## config.mk

```make
export PLATFORM = sky130hd
export DESIGN_NAME = aavr_lane
export DESIGN_NICKNAME = d
export VERILOG_FILES = /design/src/design/assert_macros.svh /design/src/design/aavr_pkg.sv /design/src/design/aavr_lane.sv
export SDC_FILE = /design/constraint.sdc
export NUM_CORES = 2
export LEC_CHECK = 0
export BUFFER_PORTS_ARGS = -buffer_cell sky130_fd_sc_hd__buf_4
export CORE_UTILIZATION = 45
export CTS_CLUSTER_DIAMETER = 200
export DETAILED_ROUTE_END_ITERATION = 10
export GPL_ROUTABILITY_DRIVEN = 0
export PLACE_DENSITY_LB_ADDON = 0.1
export SLEW_MARGIN = 20
export SYNTH_ARGS = -nofsm -noshare
export SYNTH_HDL_FRONTEND = slang
export SYNTH_SLANG_ARGS = --single-unit
```

## constraint.sdc

```tcl
create_clock -name clk -period 7.42 [get_ports clk]
set_input_delay 0.742 -clock clk [delete_from_list [all_inputs] [get_ports clk]]
set_output_delay 0.742 -clock clk [all_outputs]
set_load 0.02 [all_outputs]
```

## src/design/assert_macros.svh

```systemverilog
`ifndef ASSERT_MACROS_SVH
`define ASSERT_MACROS_SVH

// Checks that a condition implies another in the same cycle.
`define ASSERT_IMPLY(label, clk, rst_n, ante, cons) \
    label: assert property (@(posedge clk) disable iff (!rst_n) (ante) |-> (cons)) \
        else $error("implication check failed");

// Checks that a condition implies another in the following cycle.
`define ASSERT_NEXT(label, clk, rst_n, ante, cons) \
    label: assert property (@(posedge clk) disable iff (!rst_n) (ante) |=> (cons)) \
        else $error("next-cycle check failed");

`endif

```

## src/design/aavr_pkg.sv

```systemverilog
`timescale 1ns / 1ps
`default_nettype none

package aavr_pkg;

    localparam int COORD_WIDTH      = 32;
    localparam int MATRIX_FRAC_BITS = 16;
    localparam int ROT_WIDTH        = 20;
    localparam int CFG_INDEX_WIDTH  = 2;
    localparam int CORDIC_STEPS     = 16;
    localparam int CORDIC_GAIN      = 652032874;
    localparam int PI_Q24           = 52707179;
    localparam int HALF_PI_Q24      = 26353589;
    localparam int TWO_PI_Q24       = 105414357;

    localparam logic [CFG_INDEX_WIDTH-1:0] CFG_ROT_X = 2'd0;
    localparam logic [CFG_INDEX_WIDTH-1:0] CFG_ROT_Y = 2'd1;
    localparam logic [CFG_INDEX_WIDTH-1:0] CFG_ROT_Z = 2'd2;

    typedef struct packed {
        logic signed [COORD_WIDTH-1:0] vertex_x;
        logic signed [COORD_WIDTH-1:0] vertex_y;
        logic signed [COORD_WIDTH-1:0] vertex_z;
    } vertex_t;

    typedef struct packed {
        logic signed [COORD_WIDTH-1:0] out_x;
        logic signed [COORD_WIDTH-1:0] out_y;
        logic signed [COORD_WIDTH-1:0] out_z;
    } result_t;

    typedef struct packed {
        logic ready;
        logic pass_through;
    } mat_status_t;

    // Arctangent of 2^-i in Q.16.
    function automatic logic [15:0] atan_q16(input logic [3:0] i);
        logic [15:0] v;
        case (i)
            4'd0:    v = 16'd51472;
            4'd1:    v = 16'd30386;
            4'd2:    v = 16'd16055;
            4'd3:    v = 16'd8150;
            4'd4:    v = 16'd4091;
            4'd5:    v = 16'd2047;
            4'd6:    v = 16'd1024;
            4'd7:    v = 16'd512;
            4'd8:    v = 16'd256;
            4'd9:    v = 16'd128;
            4'd10:   v = 16'd64;
            4'd11:   v = 16'd32;
            4'd12:   v = 16'd16;
            4'd13:   v = 16'd8;
            4'd14:   v = 16'd4;
            default: v = 16'd2;
        endcase
        return v;
    endfunction

endpackage

`default_nettype wire

```

## src/design/aavr_lane.sv

```systemverilog
`timescale 1ns / 1ps
`default_nettype none

module aavr_lane #(
    parameter int MATRIX_FRAC_BITS = aavr_pkg::MATRIX_FRAC_BITS
) (
    input  wire logic                                    clk,
    input  wire logic                                    en,
    input  wire aavr_pkg::vertex_t                       vertex,
    input  wire logic signed [MATRIX_FRAC_BITS+1:0]      m0,
    input  wire logic signed [MATRIX_FRAC_BITS+1:0]      m1,
    input  wire logic signed [MATRIX_FRAC_BITS+1:0]      m2,
    output logic signed [aavr_pkg::COORD_WIDTH-1:0]      result
);

    localparam int CW = aavr_pkg::COORD_WIDTH;
    localparam int MW = MATRIX_FRAC_BITS + 2;
    localparam int PW = CW + MW;
    localparam int SW = PW + 2;
    localparam logic signed [SW-1:0] RND  = {{(SW-1){1'b0}}, 1'b1} << (MATRIX_FRAC_BITS - 1);
    localparam logic signed [SW-1:0] MAXV = {{(SW-CW+1){1'b0}}, {(CW-1){1'b1}}};
    localparam logic signed [SW-1:0] MINV = ~MAXV;

    logic signed [PW-1:0] p0_reg, p1_reg, p2_reg;
    logic signed [SW-1:0] acc, shifted;

    always_ff @(posedge clk)
    begin
        if (en)
        begin
            p0_reg <= vertex.vertex_x * m0;
            p1_reg <= vertex.vertex_y * m1;
            p2_reg <= vertex.vertex_z * m2;
        end
    end

    always_comb
    begin
        acc     = SW'(p0_reg) + SW'(p1_reg) + SW'(p2_reg) + RND;
        shifted = acc >>> MATRIX_FRAC_BITS;
        if (shifted > MAXV)
            result = MAXV[CW-1:0];
        else if (shifted < MINV)
            result = MINV[CW-1:0];
        else
            result = shifted[CW-1:0];
    end

endmodule

`default_nettype wire

```

# Word-level counts from Yosys, hierarchy flattened
# Index checks and enable logic that the tools add are counted.
[word_totals] inputBits=152 register_bits=150 elab_cells=13 output_inout_bits=32
[classes] n_mux=2 n_mul=3 n_addsub=3 n_lt_le_gt_ge=2
[ops] operator="$mul 32x18->50" count=3
[ops] operator="$mux 32" count=2
[ops] operator="$add 51x50->52" count=1
[ops] operator="$add 52x17->52 const B" count=1
[ops] operator="$add 50x50->51" count=1
[ops] operator="$gt 36x32->1 const B" count=1
[ops] operator="$lt 36x32->1 const B" count=1

# Longest topological paths before layout
[depth] word_depth=6 depth_mapped=27 mapped_depth_nobuf=26

# Worst setup path after synthesis
# No wires, ideal clock.
[synth_path] path_type="input to register" startpoint="input port vertex[81] in the netlist's numbering" endpoint="register p0_reg[47], data pin" t_required_ps=7158 stages=22 path_buffers=2 slack_ps=290 setup_ps=262 arrival_time_ps=6868 cell_sequence="clkbuf_1 -> clkbuf_1 -> nand2_1 -> fa_1 -> fa_1 -> fa_1 -> inv_1 -> fa_1 -> fa_1 -> inv_1 -> fa_1 -> inv_1 -> ha_1 -> o21ai_0 -> nor2_1 -> a2111oi_2 -> o311ai_1 -> a31oi_1 -> o41ai_2 -> a221oi_1 -> o21bai_1 -> xor2_1"
[synth_between] elab_chain_cells=1
[synth_rtl] element="start: declaration" line="aavr_lane.sv:9" source="input wire aavr_pkg::vertex_t vertex,"
[synth_rtl] element="$mul 32x18->50" line="aavr_lane.sv:31" source="p0_reg <= vertex.vertex_x * m0;"
[synth_rtl] element="end signal: assignment" line="aavr_lane.sv:31"
[synth_rtl] element="end: declaration" line="aavr_lane.sv:24" source="logic signed [PW-1:0] p0_reg, p1_reg, p2_reg;"
# Every way passes these cells.
# A chain may end at the register's enable or synchronous reset.

# Worst setup path in the final report
[layout_path] startpoint="input port m2[5]" endpoint="register p2_reg[47], data pin"
[layout_between] elab_chain_cells=1
[layout_rtl] element="start: declaration" line="aavr_lane.sv:12" source="input wire logic signed [MATRIX_FRAC_BITS+1:0] m2,"
[layout_rtl] element="$mul 32x18->50" line="aavr_lane.sv:33" source="p2_reg <= vertex.vertex_z * m2;"
[layout_rtl] element="end signal: assignment" line="aavr_lane.sv:33"
[layout_rtl] element="end: declaration" line="aavr_lane.sv:24"
# Every way passes these cells.

==> flow_summary.json <==
{
  "drive_gt1_share_pct": 4.99,
  "grt_pass1_wl_mm": 293,
  "yosys_warnings": 0,
  "final_common_cell": "inv_1",
  "synthFlopType": "edfxtp_1",
  "place.detailed.hpwl_mm": 154,
  "fill_cells": 14600,
  "syn_to_final_growth_pct": 5.93,
  "cp_slowest_stage_delay_ns": 0.62,
  "status": "completed",
  "antenna_found_initial": 2,
  "synthCells": 7403,
  "dp_cells": 9397,
  "grt_max_degree": 83,
  "die_w_um": 391,
  "crit_chain": "buf_4 -> nand2_1 -> fa_1 -> fa_1 -> fa_1 -> inv_1 -> fa_1 -> fa_1 -> inv_1 -> fa_1 -> inv_1 -> ha_1 -> nand2_1 -> nor2_1 -> and4_1 -> and3b_1 -> a22oi_1 -> a2111oi_0 -> o22ai_1 -> o21ai_0 -> nand4b_1 -> o311ai_0",
  "antenna-diode-count": 0,
  "fp-row-count": 142,
  "report.final.slew_viol_count": 0,
  "drtIter0Drc": 2436,
  "end_kind": "flip-flop",
  "path_max_fanout": 29,
  "initial_core_util_pct": 45.4,
  "die_area_sq_um": 153000,
  "synth_cell_types": 82,
  "syn-num-nets": 9724,
  "crit_family": "adder cells",
  "slew_headroom_pct": 27.4,
  "portBuffers": 183,
  "fin_cells": 9428,
  "io_pins": 184,
  "finalCritPeriodShare_pct": 94.8,
  "slowest_stage": "a2111oi_0",
  "setup_viol": 0,
  "arrival_ns": 7.28,
  "cts.hold.buffers_added": 0,
  "startpoint_type": "input pin",
  "rsz0062_at_grt": "no",
  "cp_data_required_time_ns": 7.66,
  "synth-edff-count": 150,
  "period_minus_slack_ns": 7.03,
  "post_cts.repair.setup_buffers": 0,
  "async_reset_ff_share_pct": 0,
  "track_usage_pct": 24.7,
  "cts_buffers": 17,
  "worst-path-buf-inv": 4,
  "path_class": "in -> reg",
  "yosysSeqAreaShare_pct": 6.60,
  "cap_violations": 0,
  "synth_top_cell_area_share_pct": 50.1,
  "drt-total-wl_mm": 181,
  "syn_area_per_cell_sq_um": 9.21,
  "final_cell_mix": "1948 x inv_1, 1708 x fa_1, 1051 x nand2_1, 675 x and2_1, 460 x ha_1",
  "num_vias": 47700,
  "ant_nets": 0,
  "synthTopCellsByArea": "fa_1 50%, inv_1 11%, ha_1 8.5%",
  "via_per_inst": 5.06,
  "cts_buffer_depth": 2,
  "final-hold-violation-count": 0,
  "htree_levels": 4,
  "crit_top_cell": "fa_1",
  "cts_tree": "done",
  "hold_path_class": "in -> reg",
  "clock.fmax_mhz": 142,
  "tightest_slew_ns": 1.09,
  "floorplan.die.height_um": 391,
  "postLayoutCoreUtil_pct": 48.1,
  "core_sq_um": 150000,
  "grt_pass1_vias": 52100,
  "yosysTopAreaCell": "fa_1",
  "cts.clk_slew.worst_paths_ns": 0.07,
  "netlist_area_sq_um": 68200,
  "cts.root.buffer_cell": "clkbuf_16",
  "cts.sinks": 150,
  "ys_ff_latch": 150,
  "post_drt_wl_per_cell_um": 19.2,
  "drc": 0,
  "grt_overflow": 0,
  "drt_first_pass_iters": 6,
  "final_nets": 9721
}
## final cells by class
class	count	area, sq um	share of cell area, %
multi-input cells	4980	55100	76.2
inverters	1951	7320	10.1
flip-flops and latches	150	4500	6.23
well taps	2016	2520	3.49
repair buffers	300	2270	3.14
clock buffers	18	429	0.594
clock inverters	13	118	0.163
## path summary, 6_finish.rpt
kind	start	endpoint	slack (ns)	cells past startpoint
worst max-delay path	m2[5]	p2_reg[47]$_DFFE_PP_	0.39	22
worst min-delay path	vertex[32]	p1_reg[0]$_DFFE_PP_	0.83	2
## metrics by stage
| step | area (sq um) | setup TNS [ns] | worst slack [ns] | hold slack, ns |
|---|---|---|---|---|
| floorplan | 68200 | 0 | 0.290 | 0.854 |
| global placement | 71700 | -0.0650 | -0.0331 | 1.28 |
| detailed placement | 71700 | -0.681 | -0.127 | 1.26 |
| CTS | 72200 | 0 | 0.325 | 0.806 |
| global route | 72300 | 0 | 0.0123 | 0.839 |
| finish | 72300 | 0 | 0.386 | 0.831 |
## Yosys cell counts (24+ instances only)
cell type     n
nand2b_1     34
nand2_1    1051
and2_1      675
nand4_1      24
nand3_1      31
clkbuf_1    301
o21ai_0      95
a21oi_1     158
xnor2_1     120
inv_1      1948
ha_1        461
xor2_1       62
edfxtp_1    150
fa_1       1708
o21ai_1      31
a21o_1      103
nor2_1      172
## per-layer routing
| layer | vias up | wire, um | track usage, % |
|---|---|---|---|
| met2 | 1028 | 89700 | 42.6 |
| met5 | - | 0 | 0 |
| met4 | 0 | 3040 | 4.10 |
| met3 | 157 | 8590 | 2.92 |
| met1 | 25000 | 79400 | 33.9 |
| li1 | 21500 | - | - |
## logic make-up after synthesis
logic type / share of synthesized area [%]
AOI/OAI and AO/OA: 5.27
adders and majority gates: 58.6
buffers and inverters: 12.7
DFF: 6.60
xor gates and xnor gates: 2.34
and+or+nand+nor: 14.5
muxes: 0.0293
## repair_timing
| action | in CTS | in global routing |
|---|---|---|
| gates resized for setup | 0 | 4 |
| endpoints found under the hold margin | 0 | 0 |
| endpoints found under the setup margin | 0 | 4 |
Power is not shown: default switching activity piles up to over one toggle a cycle in this logic, so the estimate is an artifact.
